==> config.mk <==
export PLATFORM = sky130hd
export DESIGN_NAME = ordered_handle_list_with_cursor_core
export DESIGN_NICKNAME = d
export VERILOG_FILES = /design/src/rtl/core/olhc_pkg.sv /design/src/rtl/core/olhc_dp.sv /design/src/rtl/core/olhc_ctrl.sv /design/src/rtl/core/ordered_handle_list_with_cursor_core.sv
export SDC_FILE = /design/constraint.sdc
export NUM_CORES = 1
export LEC_CHECK = 0
export BUFFER_PORTS_ARGS = -buffer_cell sky130_fd_sc_hd__buf_4
export CAP_MARGIN = 20
export CELL_PAD_IN_SITES_DETAIL_PLACEMENT = 1
export CELL_PAD_IN_SITES_GLOBAL_PLACEMENT = 1
export CORE_AREA = 2 2 235 237
export DETAILED_ROUTE_END_ITERATION = 10
export DIE_AREA = 0 0 237 239
export HOLD_SLACK_MARGIN = 0.08
export PLACE_DENSITY_LB_ADDON = 0.1
export SYNTH_ARGS = -nofsm -noshare
export SYNTH_HDL_FRONTEND = slang
export SYNTH_SLANG_ARGS = --single-unit
==> constraint.sdc <==
create_clock -name i_clk -period 6.86 [get_ports i_clk]
set_clock_uncertainty 0.2 [all_clocks]
set_input_delay 1.372 -clock i_clk [delete_from_list [all_inputs] [get_ports i_clk]]
set_output_delay 1.372 -clock i_clk [all_outputs]
set_load 0.05 [all_outputs]
==> src/rtl/core/olhc_pkg.sv <==
// Types and constants of the ordered handle list core.
// No dependencies; used by every module of the core.
package olhc_pkg;

    localparam int OPC_W    = 3;
    localparam int HANDLE_W = 32;
    localparam int CNT_W    = 5;

    // Operation codes
    localparam logic [OPC_W-1:0] OP_APPEND  = 3'd0;
    localparam logic [OPC_W-1:0] OP_DELETE  = 3'd1;
    localparam logic [OPC_W-1:0] OP_TEST    = 3'd2;
    localparam logic [OPC_W-1:0] OP_HEAD    = 3'd3;
    localparam logic [OPC_W-1:0] OP_NEXT    = 3'd4;
    localparam logic [OPC_W-1:0] OP_CURRENT = 3'd5;

    // Request and response payloads
    typedef struct packed {
        logic [OPC_W-1:0]    opcode;
        logic [HANDLE_W-1:0] handle;
    } t_req;

    typedef struct packed {
        logic                status;
        logic                found;
        logic [HANDLE_W-1:0] cursor_handle;
        logic                cursor_valid;
        logic [CNT_W-1:0]    entry_count;
    } t_rsp;

    // Kind of response built at the end of an operation
    typedef enum logic [1:0] {
        RES_ERR    = 2'd0,
        RES_OK     = 2'd1,
        RES_FOUND  = 2'd2,
        RES_CURSOR = 2'd3
    } t_res;

    // Controller to datapath commands
    typedef struct packed {
        logic load;
        logic app;
        logic rd_scan;
        logic rd_shift;
        logic wr_shift;
        logic idx_inc;
        logic hit_save;
        logic del_commit;
        logic cur_step;
        logic finish;
        t_res res;
    } t_cmd;

    // Datapath to controller status
    typedef struct packed {
        logic [OPC_W-1:0] op;
        logic             h_zero;
        logic             full;
        logic             empty;
        logic             hit;
        logic             scan_last;
        logic             shift_last;
        logic             out_busy;
    } t_sts;

endpackage

==> src/rtl/core/olhc_dp.sv <==
// Datapath of the handle list: entry memory, count, cursor, scan index
// and the response register. Depends on olhc_pkg.
module olhc_dp #(
    parameter int DEPTH       = 16,
    parameter int HANDLE_BITS = 32
) (
    input  logic            i_clk,
    input  logic            i_rst_n,
    input  olhc_pkg::t_req  i_in_req,
    input  olhc_pkg::t_cmd  i_cmd,
    output olhc_pkg::t_sts  o_sts,
    output logic            o_out_valid,
    input  logic            i_out_ready,
    output olhc_pkg::t_rsp  o_out_rsp
);

    localparam int AW = $clog2(DEPTH);
    localparam int CW = $clog2(DEPTH + 1);
    localparam int PW = $clog2(DEPTH + 2);

    // Latched request
    logic [olhc_pkg::OPC_W-1:0] r_op;
    logic [HANDLE_BITS-1:0]     r_h;

    // List state; cursor kept as position plus one (0 means before first)
    logic [CW-1:0]          r_count, n_count;
    logic [PW-1:0]          r_cur, n_cur;
    logic [AW-1:0]          r_idx;
    logic [AW-1:0]          r_pos;
    logic [HANDLE_BITS-1:0] r_rd;
    logic [HANDLE_BITS-1:0] r_mem [DEPTH];

    logic                   r_ovalid;
    olhc_pkg::t_rsp         r_rsp, n_rsp;

    logic                   empty;
    logic [CW-1:0]          idx_p1;
    logic [PW-1:0]          count_pw;
    logic [PW-1:0]          cur_m1;
    logic [PW-1:0]          del_cur;
    logic [AW-1:0]          rd_addr;
    logic                   rd_en;
    logic                   cur_ok;

    assign empty    = (r_count == '0);
    assign idx_p1   = CW'(r_idx) + CW'(1);
    assign count_pw = PW'(r_count);

    // Status toward the controller
    always_comb begin
        o_sts.op         = r_op;
        o_sts.h_zero     = (r_h == '0);
        o_sts.full       = (r_count >= CW'(DEPTH));
        o_sts.empty      = empty;
        o_sts.hit        = (r_rd == r_h);
        o_sts.scan_last  = (idx_p1 == r_count);
        o_sts.shift_last = (idx_p1 >= r_count);
        o_sts.out_busy   = r_ovalid && !i_out_ready;
    end

    // Cursor update: append to empty, head/next step, delete adjust
    always_comb begin
        del_cur = r_cur;
        if ((PW'(r_pos) + PW'(1)) < r_cur) begin
            del_cur = r_cur - PW'(1);
        end
        if (del_cur >= count_pw) begin
            del_cur = count_pw;
        end

        n_cur = r_cur;
        if (i_cmd.app && empty) begin
            n_cur = PW'(1);
        end else if (i_cmd.cur_step) begin
            if ((r_op == olhc_pkg::OP_HEAD) && !empty) begin
                n_cur = PW'(1);
            end else if ((r_op == olhc_pkg::OP_NEXT) && !empty && (r_cur <= count_pw)) begin
                n_cur = r_cur + PW'(1);
            end
        end else if (i_cmd.del_commit) begin
            n_cur = del_cur;
        end
    end

    always_comb begin
        n_count = r_count;
        if (i_cmd.app) begin
            n_count = r_count + CW'(1);
        end else if (i_cmd.del_commit) begin
            n_count = r_count - CW'(1);
        end
    end

    // Read address select; cursor reads use the freshly updated cursor
    assign cur_m1 = n_cur - PW'(1);
    always_comb begin
        rd_addr = r_idx;
        if (i_cmd.rd_shift) begin
            rd_addr = r_idx + AW'(1);
        end else if (i_cmd.cur_step) begin
            rd_addr = cur_m1[AW-1:0];
        end
    end
    assign rd_en = i_cmd.rd_scan || i_cmd.rd_shift || i_cmd.cur_step;

    // Entry memory, one write and one registered read per cycle
    always_ff @(posedge i_clk) begin
        if (i_cmd.app) begin
            r_mem[r_count[AW-1:0]] <= r_h;
        end else if (i_cmd.wr_shift) begin
            r_mem[r_idx] <= r_rd;
        end
        if (rd_en) begin
            r_rd <= r_mem[rd_addr];
        end
    end

    // Request latch and scan index
    always_ff @(posedge i_clk) begin
        if (i_cmd.load) begin
            r_op <= i_in_req.opcode;
            r_h  <= HANDLE_BITS'(i_in_req.handle);
        end
        if (i_cmd.load) begin
            r_idx <= '0;
        end else if (i_cmd.idx_inc || i_cmd.wr_shift) begin
            r_idx <= r_idx + AW'(1);
        end
        if (i_cmd.hit_save) begin
            r_pos <= r_idx;
        end
    end

    // Control state
    always_ff @(posedge i_clk) begin
        if (!i_rst_n) begin
            r_count  <= '0;
            r_cur    <= '0;
            r_ovalid <= 1'b0;
        end else begin
            r_count <= n_count;
            r_cur   <= n_cur;
            if (i_cmd.finish) begin
                r_ovalid <= 1'b1;
            end else if (i_out_ready) begin
                r_ovalid <= 1'b0;
            end
        end
    end

    // Response build
    assign cur_ok = (r_cur != '0) && (r_cur <= count_pw);
    always_comb begin
        n_rsp               = '0;
        n_rsp.entry_count   = olhc_pkg::CNT_W'(r_count);
        unique case (i_cmd.res)
            olhc_pkg::RES_ERR: begin
                n_rsp.status = 1'b1;
            end
            olhc_pkg::RES_OK: begin
                n_rsp.status = 1'b0;
            end
            olhc_pkg::RES_FOUND: begin
                n_rsp.found = 1'b1;
            end
            olhc_pkg::RES_CURSOR: begin
                n_rsp.cursor_valid  = cur_ok;
                n_rsp.cursor_handle = cur_ok ? olhc_pkg::HANDLE_W'(r_rd) : '0;
            end
            default: begin
                n_rsp.status = 1'b1;
            end
        endcase
    end

    always_ff @(posedge i_clk) begin
        if (i_cmd.finish) begin
            r_rsp <= n_rsp;
        end
    end

    assign o_out_valid = r_ovalid;
    assign o_out_rsp   = r_rsp;

endmodule

==> src/rtl/core/olhc_ctrl.sv <==
// Controller of the handle list: sequences scan, shift and cursor steps.
// Depends on olhc_pkg.
module olhc_ctrl (
    input  logic            i_clk,
    input  logic            i_rst_n,
    input  logic            i_in_valid,
    output logic            o_in_ready,
    input  olhc_pkg::t_sts  i_sts,
    output olhc_pkg::t_cmd  o_cmd
);

    typedef enum logic [6:0] {
        S_IDLE     = 7'b0000001,
        S_DISPATCH = 7'b0000010,
        S_SCAN_RD  = 7'b0000100,
        S_SCAN_CMP = 7'b0001000,
        S_SHIFT_RD = 7'b0010000,
        S_SHIFT_WR = 7'b0100000,
        S_DONE     = 7'b1000000
    } t_state;

    t_state          r_state, n_state;
    olhc_pkg::t_res  r_res, n_res;
    logic            is_test;

    assign o_in_ready = (r_state == S_IDLE);
    assign is_test    = (i_sts.op == olhc_pkg::OP_TEST);

    // Next state and commands
    always_comb begin
        n_state     = r_state;
        n_res       = r_res;
        o_cmd       = '0;
        o_cmd.res   = r_res;
        unique case (r_state)
            S_IDLE: begin
                if (i_in_valid) begin
                    o_cmd.load = 1'b1;
                    n_state    = S_DISPATCH;
                end
            end
            S_DISPATCH: begin
                n_state = S_DONE;
                n_res   = olhc_pkg::RES_ERR;
                unique case (i_sts.op)
                    olhc_pkg::OP_APPEND: begin
                        if (!i_sts.h_zero && !i_sts.full) begin
                            o_cmd.app = 1'b1;
                            n_res     = olhc_pkg::RES_OK;
                        end
                    end
                    olhc_pkg::OP_DELETE, olhc_pkg::OP_TEST: begin
                        if (!i_sts.h_zero) begin
                            if (i_sts.empty) begin
                                n_res = is_test ? olhc_pkg::RES_OK : olhc_pkg::RES_ERR;
                            end else begin
                                n_state = S_SCAN_RD;
                            end
                        end
                    end
                    olhc_pkg::OP_HEAD, olhc_pkg::OP_NEXT, olhc_pkg::OP_CURRENT: begin
                        o_cmd.cur_step = 1'b1;
                        n_res          = olhc_pkg::RES_CURSOR;
                    end
                    default: begin
                        n_res = olhc_pkg::RES_ERR;
                    end
                endcase
            end
            S_SCAN_RD: begin
                o_cmd.rd_scan = 1'b1;
                n_state       = S_SCAN_CMP;
            end
            S_SCAN_CMP: begin
                if (i_sts.hit) begin
                    if (is_test) begin
                        n_res   = olhc_pkg::RES_FOUND;
                        n_state = S_DONE;
                    end else begin
                        o_cmd.hit_save = 1'b1;
                        n_state        = S_SHIFT_RD;
                    end
                end else if (i_sts.scan_last) begin
                    n_res   = is_test ? olhc_pkg::RES_OK : olhc_pkg::RES_ERR;
                    n_state = S_DONE;
                end else begin
                    o_cmd.idx_inc = 1'b1;
                    n_state       = S_SCAN_RD;
                end
            end
            S_SHIFT_RD: begin
                if (i_sts.shift_last) begin
                    o_cmd.del_commit = 1'b1;
                    n_res            = olhc_pkg::RES_OK;
                    n_state          = S_DONE;
                end else begin
                    o_cmd.rd_shift = 1'b1;
                    n_state        = S_SHIFT_WR;
                end
            end
            S_SHIFT_WR: begin
                o_cmd.wr_shift = 1'b1;
                n_state        = S_SHIFT_RD;
            end
            S_DONE: begin
                if (!i_sts.out_busy) begin
                    o_cmd.finish = 1'b1;
                    n_state      = S_IDLE;
                end
            end
            default: begin
                n_state = S_IDLE;
            end
        endcase
    end

    always_ff @(posedge i_clk) begin
        if (!i_rst_n) begin
            r_state <= S_IDLE;
            r_res   <= olhc_pkg::RES_OK;
        end else begin
            r_state <= n_state;
            r_res   <= n_res;
        end
    end

endmodule

==> src/rtl/core/ordered_handle_list_with_cursor_core.sv <==
// Top level of the ordered handle list with cursor.
// Depends on olhc_pkg, olhc_ctrl and olhc_dp.
//
//   Channel  | Handshake                 | Payload
//   ---------+---------------------------+------------------------------
//   request  | i_in_valid / o_in_ready   | i_in_req  (olhc_pkg::t_req)
//   response | o_out_valid / i_out_ready | o_out_rsp (olhc_pkg::t_rsp)
//
// Append, head, next, current, zero handle and bad opcode pass through dispatch
// straight to done. Delete and test scan the entry memory entry by entry (read,
// compare) up to the match; a delete then moves the rest of the tail down entry
// by entry (read, write) through the single read port of the entry memory.
// Reset clears count, cursor, response valid and controller state; no clearing pass runs over the memory.
// A stalled response holds in the output register; the next request is taken
// meanwhile and waits for that register before it completes.
module ordered_handle_list_with_cursor_core #(
    parameter int DEPTH       = 16,
    parameter int HANDLE_BITS = 32
) (
    input  logic            i_clk,
    input  logic            i_rst_n,
    input  logic            i_in_valid,
    output logic            o_in_ready,
    input  olhc_pkg::t_req  i_in_req,
    output logic            o_out_valid,
    input  logic            i_out_ready,
    output olhc_pkg::t_rsp  o_out_rsp
);

    olhc_pkg::t_cmd cmd;
    olhc_pkg::t_sts sts;

    // Sequencer
    olhc_ctrl u_ctrl (
        .i_clk      (i_clk),
        .i_rst_n    (i_rst_n),
        .i_in_valid (i_in_valid),
        .o_in_ready (o_in_ready),
        .i_sts      (sts),
        .o_cmd      (cmd)
    );

    // List storage and response register
    olhc_dp #(
        .DEPTH       (DEPTH),
        .HANDLE_BITS (HANDLE_BITS)
    ) u_dp (
        .i_clk       (i_clk),
        .i_rst_n     (i_rst_n),
        .i_in_req    (i_in_req),
        .i_cmd       (cmd),
        .o_sts       (sts),
        .o_out_valid (o_out_valid),
        .i_out_ready (i_out_ready),
        .o_out_rsp   (o_out_rsp)
    );

endmodule

Yosys cells after proc, flatten, opt, wreduce, memory -nomap -nowiden
Memories as Yosys holds them, arrays and structs flattened. A register that Yosys moved wholly into a read port is not among the register bits.
Index checks and enable logic that the tools add are counted.
{ "word_totals": {"register_bits": 103, "mem_bits_rw": 512, "out_inout_bits": 42, "word_cells": 140, "n_memories": 1} }
{ "mem_list": {"columns": ["memory", "depth", "width", "rd", "rd_clocked_by_memory_dff", "wr", "line", "text"], "rows": [
  ["u_dp.r_mem", 16, 32, 1, 1, 1, "olhc_dp.sv:31", "logic [HANDLE_BITS-1:0] r_mem [DEPTH];"]
]} }
{ "op_classes": {"add_sub_neg": 8, "magnitude_cmp": 5, "eq_ne": 21, "muxes": 63, "reduce_logical": 28} }
{ "op_table": {"columns": ["operator", "count"], "rows": [
  ["7-bit two-way mux", 9],
  ["7-bit case mux with 7 select lines", 1],
  ["5-bit two-way mux", 9],
  ["32-bit equality test", 1],
  ["32-bit zero test", 1],
  ["32-bit two-way mux", 1],
  ["32-bit OR reduction", 1],
  ["1-bit two-way mux", 31],
  ["2-bit two-way mux", 7],
  ["4-bit two-way mux", 3],
  ["2-bit case mux with 3 select lines", 2],
  ["4-bit by 1-bit adder with 5-bit output, second input constant", 2],
  ["5-bit by 1-bit adder with 5-bit output, second input constant", 2],
  ["5-bit greater-or-equal comparator", 2],
  ["5-bit by 1-bit subtractor with 5-bit output, second input constant", 2],
  ["7-bit by 1-bit equality test with 1-bit output, second input constant", 1],
  ["7-bit by 2-bit equality test with 1-bit output, second input constant", 1],
  ["7-bit by 3-bit equality test with 1-bit output, second input constant", 1],
  ["7-bit by 4-bit equality test with 1-bit output, second input constant", 1],
  ["7-bit by 5-bit equality test with 1-bit output, second input constant", 1],
  ["7-bit by 6-bit equality test with 1-bit output, second input constant", 1],
  ["7-bit equality test, second input constant", 1],
  ["1-bit logical AND", 7],
  ["3-bit by 2-bit equality test with 1-bit output, second input constant", 2],
  ["24 further kinds", 35]
]} }

Depth between registers and ports, before layout
Gate-level depths: netlist (run 1).
{ "logic_depth": {"ltp_word": 11, "mapped_depth": 24} }

By module
A second synthesis (run 1) with hierarchy kept.
{ "unflattened": {"hier_cells": 1371, "area_unflattened_um2": 26459.1} }
{ "modules_own_cells": {"columns": ["mod", "n_inst", "cells_per_inst", "area_each_um2"], "rows": [
  ["olhc_dp", 1, 1289, 25813.5],
  ["olhc_ctrl", 1, 82, 645.6]
]} }

Least setup slack after synthesis (run 1)
Ideal clock, no wire load.
{ "synth_timing": {"path_type": "register -> register", "from": "register u_dp.r_pos[0]", "to": "register u_dp.r_rd[10] (read register of u_dp.r_mem), data pin", "setup_time_ps": 261, "arrival_ps": 4812, "slack_ps": 1587, "stages_incl_launch_ff": 23, "path_buffers": 3, "path_cell_list": "edfxtp_1 > ha_1 > xor2_1 > ha_1 > a21o_1 > a31oi_1 > o21ai_0 > nor4_1 > xnor2_1 > ha_1 > a21o_1 > a31oi_1 > clkbuf_1 > a21oi_1 > or4_4 > ha_1 > a211oi_1 > a21oi_1 > buf_2 > clkbuf_1 > mux4_2 > mux2i_1 > mux2i_1"} }
{ "synth_between": {"elab_chain_cells": 11} }
{ "synth_lines": {"columns": ["item", "line", "text"], "rows": [
  ["start: declaration", "olhc_dp.sv:29", "logic [AW-1:0] r_pos;"],
  ["start signal: assignment", "olhc_dp.sv:130", "r_pos <= r_idx;"],
  ["4-bit by 1-bit adder with 5-bit output (*)", "olhc_dp.sv:64", "if ((PW'(r_pos) + PW'(1)) < r_cur) begin"],
  ["5-bit < comparator (*)", "olhc_dp.sv:64", null],
  ["5-bit two-way mux (*)", "olhc_dp.sv:64", null],
  ["5-bit greater-or-equal comparator", "olhc_dp.sv:67", "if (del_cur >= count_pw) begin"],
  ["5-bit two-way mux (*)", "olhc_dp.sv:67", null],
  ["5-bit two-way mux (*)", "olhc_dp.sv:80", "end else if (i_cmd.del_commit) begin"],
  ["5-bit two-way mux (*)", "olhc_dp.sv:74", "end else if (i_cmd.cur_step) begin"],
  ["5-bit two-way mux (*)", "olhc_dp.sv:72", "if (i_cmd.app && empty) begin"],
  ["4-bit by 1-bit subtractor with 4-bit output (*)", "olhc_dp.sv:95", "assign cur_m1 = n_cur - PW'(1);"],
  ["4-bit two-way mux (*)", "olhc_dp.sv:100", "end else if (i_cmd.cur_step) begin"],
  ["4-bit two-way mux (*)", "olhc_dp.sv:98", "if (i_cmd.rd_shift) begin"],
  ["end: declaration", "olhc_dp.sv:30", "logic [HANDLE_BITS-1:0] r_rd;"]
]} }
Every way passes the cells marked *; elsewhere a longest branch is shown, timed or not.
A chain may end at the register's enable or synchronous reset.

Final worst setup path (run 1)
{ "layout_timing": {"from": "register u_dp.r_pos[0]", "to": "register u_dp.r_rd[13] (read register of u_dp.r_mem), data pin"} }
The elaborated chain is that of the path after synthesis.

==> results of run 1 <==
[metrics by stage]
stage                     utilization, %  hold slack [ns]
final                               56.2            0.325
after global routing                56.2            0.370
after floorplan                        -            0.206
after CTS                           56.2            0.327
after detailed placement            52.4            0.312
after global placement              52.4            0.303
[where the power goes]
| part | switching (µW) | internal [µW] | leakage, µW |
|---|---|---|---|
| Sequential | 23.9 | 4360 | 0.00588 |
| Clock | 1500 | 1990 | 0.00101 |
| Combinational | 123 | 66.0 | 0.00366 |
[cells by family after synthesis]
group / count (synthesis) / share of synthesized area (%)
AO/OA/AOI/OAI: 85 / 2.14
XOR/XNOR: 48 / 1.57
adder cells (fa/ha/maj): 29 / 1.38
buffers and inverters: 81 / 1.52
flip-flops: 647 / 71.7
multiplexers: 390 / 17.7
AND/OR/NAND/NOR: 197 / 4.01
[cell usage after synthesis (all sizes together) (4+ instances only)]
cell | count | area [µm²]
inv | 15 | 56.3
nor3b | 4 | 30.0
edfxtp | 623 | 18700
mux2i | 293 | 2930
nand2b | 5 | 31.3
a21o | 5 | 37.5
nor4 | 14 | 87.6
or4 | 4 | 33.8
dfxtp | 24 | 480
ha | 28 | 350
a211oi | 9 | 72.6
xnor2 | 45 | 394
a31oi | 10 | 62.6
buf | 42 | 262
a21oi | 26 | 134
mux4 | 64 | 1440
clkbuf | 23 | 86.3
nand3 | 12 | 60.1
mux2 | 33 | 372
and2 | 35 | 219
nand2 | 25 | 93.8
nor3 | 10 | 66.3
nor2 | 54 | 203
o21ai | 11 | 55.1
nand3b | 4 | 30.0
nor2b | 4 | 25.0
nand4 | 11 | 68.8
[worst paths after layout]
path	startpoint	to	depth (start not counted)
worst min register to register	u_ctrl.r_res[1]	u_dp.o_out_rsp[39]	1
worst min-delay path	u_ctrl.r_res[1]	u_dp.o_out_rsp[39]	1
worst max-delay path	u_dp.r_pos[0]	u_dp.r_rd[13]	21
worst max register to register	u_dp.r_pos[0]	u_dp.r_rd[13]	21
[routing by layer]
metal  part of all wire (%)  global-route usage [%]  routed length (µm)  vias up
met5                      0                       0                   0        -
met4                    3.6                    9.90                2440        0
met3                    4.3                    3.88                2870      126
met2                     49                    40.2               32900      344
met1                     43                    32.7               29200     7306
li1                       -                       -                   -     6114
[sequential cells by signal, summed over array words and instances, names as in the netlist, 5 cells and up]
signal          flops
u_dp.r_cur          5
u_dp.count_pw       5
u_ctrl.r_state      7
u_dp.o_out_rsp     40
u_dp.r_mem        512
u_dp.r_rd          32
u_dp.r_h           32
[layout make-up]
| type | count | area (µm²) | area share (%) |
|---|---|---|---|
| Tap cell | 704 | 881 | 2.88 |
| Sequential cell | 647 | 19200 | 62.8 |
| Clock inverter | 32 | 215 | 0.705 |
| Clock buffer | 88 | 1860 | 6.09 |
| Timing Repair Buffer | 116 | 971 | 3.18 |
| Inverter | 16 | 60.1 | 0.197 |
| Multi-Input combinational cell | 749 | 7370 | 24.1 |
[critical path, stage by stage, from the launching register on]
cell	delay, ns
edfxtp_1	0.41
ha_1	0.24
xor2_1	0.14
ha_1	0.29
a21o_1	0.16
a31oi_1	0.20
o21ai_0	0.28
nor4_1	0.33
xnor2_1	0.21
ha_1	0.28
a31oi_1	0.68
a21oi_1	0.14
or4_4	0.48
ha_1	0.30
a211oi_1	0.10
a21oi_4	0.22
buf_4	0.28
buf_12	0.35
mux2i_1	0.30
mux2i_1	0.10
mux2i_1	0.17
mux2i_1	0.11
==> impl_results.md, run 1 <==
- Fin worst setup slack: 0.488 ns
- Clk sinks: 647
- Time the worst path needs with I/O delays and setup: 6.37 ns
- Worst EP required: 6.96 ns
- Antenna Violating Nets Remaining: 0
- Area growth syn-to-layout: 14.1%
- IO Pins: 81
- Commonest non-fill, non-tap cell in the layout: edfxtp_1
- Vias: 13900
- H-tree levels: 3
- Setup bufs post-CTS: 0
- Slew HR: 28.0%
- Synth Instances: 1477
- Hold Buf Count CTS: 0
- Fin. Hold Viols: 0
- Post-synthesis sequential area ratio: 71.7%
- Max VDD drop: 0.000234 V
- Reg clk slew, reported paths: 0.06 ns
- Clock Path Buffers: 3
- Die ar.: 56600 µm²
- RSZ-0062 raised after global routing: false
- Final Max Slew Viols: 0
- Most frequent cells in the layout: edfxtp_1 (623), mux2i_1 (293), buf_4 (108)
- # nets final: 1668
- Leak pwr: 0.0106 µW
- Avg Synthesized Cell Area: 18.1 µm²
- Post-route clock period utilization: 92.9%
- Initial DRC Count: 1000
- Vias/cell: 5.91
- Slew @ Worst Pin: 1.08 ns
- Latest clock arrival within the worst-skew pair: 0.60 ns
- Power Dens Cells: 264 nW/µm²
- N_diodes: 0
- DR DRC count: 0
- Largest net degree at the start of global routing: 61
- Post-CTS Resized: 0
- Yosys reg bits: 647
- Final setup vio count: 0
- Crit Path Category: register to register
- Initial Utilization: 49.3%
- GPL Wtd Cong: 0.818
- CTS tree: yes
- Hold Crit Class: register to register
- Overall routing resource usage: 24.4%
- Number of synthesized flops with an enable pin: 623
- First-pass iteration count of the detailed router: 4
- Total of fill cells in the finished design: 4774
- Inst Count DP: 2232
- Yosys warns: 0
- CTS root buf: clkbuf_16
- DIE HEIGHT: 239 µm
- Placed Instance Area: 28500 µm²
- Crit start category: register
- Core ar.: 54300 µm²
- Critical Path End Type: register
- Routed len/inst: 28.7 µm
- I/O Buffers: 80
- Setup Total Neg Slack: 0 ns
- Distinct cells, synth: 67
- Net Count, Synth: 1545
- Setup slack, reg-to-reg: 0.49 ns
- Share of post-route cells with drive strength above 1: 20.7%
- TritonCTS buffer count: 70
- Status: finished clean
- Worst EP arrival: 6.47 ns
- Detailed placer's ending HPWL: 37900 µm
- Setup WS pre-CTS: 0.595 ns
- Cell Count, Final, Fillers Out: 2352
- Most used DFF post-synth: edfxtp_1
- Vias in the first global route: 14600
- Post-synth ARST share: 0%
- Initial antenna violation count: 0
- Max Cap Viol: 0
- Power Total: 8060 µW
- Fin area: 30500 µm²
- First-pass GRT wire length: 99000 µm
- F_max: 157 MHz
- Post-Syn Area: 26800 µm²
- Final WL: 67400 µm
- Congestion Overflow GR: 0
- Die width: 237 µm
- Rows: 86
- Worst-path maximum fanout: 60
No activity file was read; power rests on OpenSTA's default activity.
==> run 2: changes to the inputs <==
==> constraint.sdc (replaced) <==
create_clock -name i_clk -period 6.86 [get_ports i_clk]
set_clock_uncertainty 0.2 [all_clocks]
set_input_delay 0.686 -clock i_clk [delete_from_list [all_inputs] [get_ports i_clk]]
set_output_delay 0.686 -clock i_clk [all_outputs]
set_load 0.05 [all_outputs]
==> run 2 against run 1 <==
  * Core utilization grew 0.63 points
  * Critical endpoint unchanged
  * Die area unchanged
  * Cell area increased by 1.1%
  * Critical path depth did not move
  * Largest cell class unchanged
  * Via count rose by 0.98%
  * Cell count is 1.5% higher
==> impl_results.md, run 2 (synthesized netlist as in run 1, its figures left out) <==
- Status: finished clean
- Setup Total Neg Slack: 0 ns (unchanged)
- # nets final: 1702 (+2.0%)
- RSZ-0062 raised after global routing: false
- Overall routing resource usage: 24.6% (+0.18 points)
- Crit Path Category: register to register
- Hold Slack: 0.114 ns (-0.211 ns)
- Reg clk slew, reported paths: 0.06 ns (about the same)
- Latest clock arrival within the worst-skew pair: 0.60 ns (about the same)
- Cell family with most CP delay: compound AO/OA/AOI/OAI gates
- Post-route clock period utilization: 93.1% (+0.19 points)
- Largest net degree at the start of global routing: 61 (unchanged)
- Final core utilization: 56.8% (+0.63 points)
- Register area: 19200 µm² (unchanged)
- Fin worst setup slack: 0.475 ns (-0.0130 ns)
- Final Max Slew Viols: 0 (unchanged)
- Final setup vio count: 0 (unchanged)
- I/O Buffers: 80 (unchanged)
- Crit-path slowest cell: a31oi_1
- Power Dens Cells: 261 nW/µm² (-0.95%)
- Critical path cell sequence: ha_1, xor2_1, ha_1, a21o_1, a31oi_1, o21ai_0, nor4_1, xnor2_1, ha_1, a31oi_1, a21oi_1, or4_4, ha_1, a211oi_1, a21oi_4, buf_4, buf_12, mux2i_1, mux2i_1, mux2i_1, mux2i_1
- Initial Utilization: 49.3% (unchanged)
- Antenna Violating Nets Remaining: 0 (unchanged)
- TritonCTS buffer count: 70 (unchanged)
- First-pass iteration count of the detailed router: 5 (+1)
- CTS root buf: clkbuf_16
- Die width: 237 µm (unchanged)
- Hold Crit Class: input port to register
- GPL Wtd Cong: 0.818 (unchanged)
- IO Pins: 81 (unchanged)
- Post-CTS Resized: 0 (unchanged)
- Vias: 14000 (+0.98%)
- Most frequent cells in the layout: edfxtp_1 (623), mux2i_1 (293), buf_4 (108)
- Congestion Overflow GR: 0 (unchanged)
- Max Cap Viol: 0 (unchanged)
- Die ar.: 56600 µm² (unchanged)
- F_max: 157 MHz (-0.20%)
- Clk sinks: 647 (unchanged)
- Time the worst path needs with I/O delays and setup: 6.38 ns (+0.0130 ns)
- Commonest non-fill, non-tap cell in the layout: edfxtp_1
- Slew HR: 28.0% (about the same)
- Setup slack, reg-to-reg: 0.48 ns (about the same)
- CTS tree: yes
- R2R depth: 21 (unchanged)
- Setup bufs post-CTS: 0 (unchanged)
- Detailed placer's ending HPWL: 37900 µm (unchanged)
- Vias/cell: 5.88 (-0.50%)
- Hold Startpoint: i_in_req[3]
- Setup WS pre-CTS: 0.595 ns (unchanged)
- R2R Path End: u_dp.r_rd[13]
- Clock Path Buffers: 3 (unchanged)
- Initial DRC Count: 1049 (+4.9%)
- Hold Path Stages: 1 (unchanged)
- Max VDD drop: 0.000236 V (+0.64%)
- Crit start category: register
- DIE HEIGHT: 239 µm (unchanged)
- Worst r2r src: u_dp.r_pos[0]
- Bufs and invs on worst path: 2 (unchanged)
- Slew @ Worst Pin: 1.08 ns (-0.000258 ns)
- Worst-path maximum fanout: 60 (unchanged)
- Vias in the first global route: 14800 (+0.96%)
- First-pass GRT wire length: 99800 µm (+0.83%)
- Number of flip-flops in the largest register: 512 (unchanged)
- Register with the most flip-flops: u_dp.r_mem
- Area growth syn-to-layout: 15.3%
- Initial antenna violation count: 0 (unchanged)
- Critical Path End Type: register
- DR DRC count: 0 (unchanged)
- Worst EP required: 6.96 ns (about the same)
- Final WL: 68000 µm (+0.90%)
- Footprint of the multi-input gates: 7370 µm² (unchanged)
- CP max stage delay: 0.67 ns (about the same)
- Core ar.: 54300 µm² (unchanged)
- Fin. Hold Viols: 0 (unchanged)
- Leak pwr: 0.0107 µW (+1.3%)
- Total of fill cells in the finished design: 4756 (-0.38%)
- Worst min-delay path endpoint: u_dp.r_h[3]
- Worst EP arrival: 6.49 ns (+0.02 ns)
- H-tree levels: 3 (unchanged)
- Share of post-route cells with drive strength above 1: 20.3% (-0.42 points)
- Rows: 86 (unchanged)
- Routed len/inst: 28.5 µm (-0.58%)
## run 2: layout make-up
cell class / count / share of cell area [%]
sequential: 647 / 62.1
clock buffer: 88 / 6.02
inverter: 16 / 0.194
tap: 704 / 2.85
multi-input combinational: 749 / 23.9
timing repair buffer: 150 / 4.25
clock inverter: 32 / 0.697
antenna: 1 / 0.00810
## run 2: per-stage QoR
stage	std cells	area (µm²)	total power (µW)
floorplan	1477	26800	4560
global placement	2232	28500	4640
detailed placement	2232	28500	4650
CTS	2386	30900	8140
global route	2386	30900	8290
finish	2387	30900	8070
## run 2: where the power goes
part | internal (µW) | switching [µW] | total, µW
registers | 4360 | 23.8 | 4380
logic | 78.6 | 127 | 206
clock network | 1990 | 1500 | 3490
## run 2: layer usage
metal  track usage (%)  vias up  wire [µm]
met3              3.96      126       2800
li1                  -     6182          -
met2              40.6      317      33300
met1              32.8     7401      29500
met5                 0        -          0
met4              9.92        0       2430
## run 2: worst reg2reg max path: cells and delay by family (launching register included)
family | cells | cell delay (ns)
buffers and inverters | 2 | 0.64
flip-flops | 1 | 0.41
XOR/XNOR | 2 | 0.35
AND/OR/NAND/NOR | 2 | 0.83
AO/OA/AOI/OAI | 7 | 1.78
adder cells (fa/ha/maj) | 4 | 1.11
multiplexers | 4 | 0.79
## run 2: how the worst max path moves through the flow
stage / from / to / cells past startpoint
floorplan: u_dp.r_pos[0] / u_dp.r_rd[10] / 22
global route: u_dp.r_pos[0] / u_dp.r_rd[12] / 21
detailed placement: u_dp.r_pos[0] / u_dp.r_rd[13] / 21
CTS: u_dp.r_pos[0] / u_dp.r_rd[13] / 21
finish: u_dp.r_pos[0] / u_dp.r_rd[13] / 21
global placement: u_dp.r_pos[0] / u_dp.r_rd[21] / 18
## run 2: what timing repair did
item	4_1_cts	5_1_grt
hold buffers	34	0
hold endpoints to repair	34	0
setup endpoints to repair	0	0
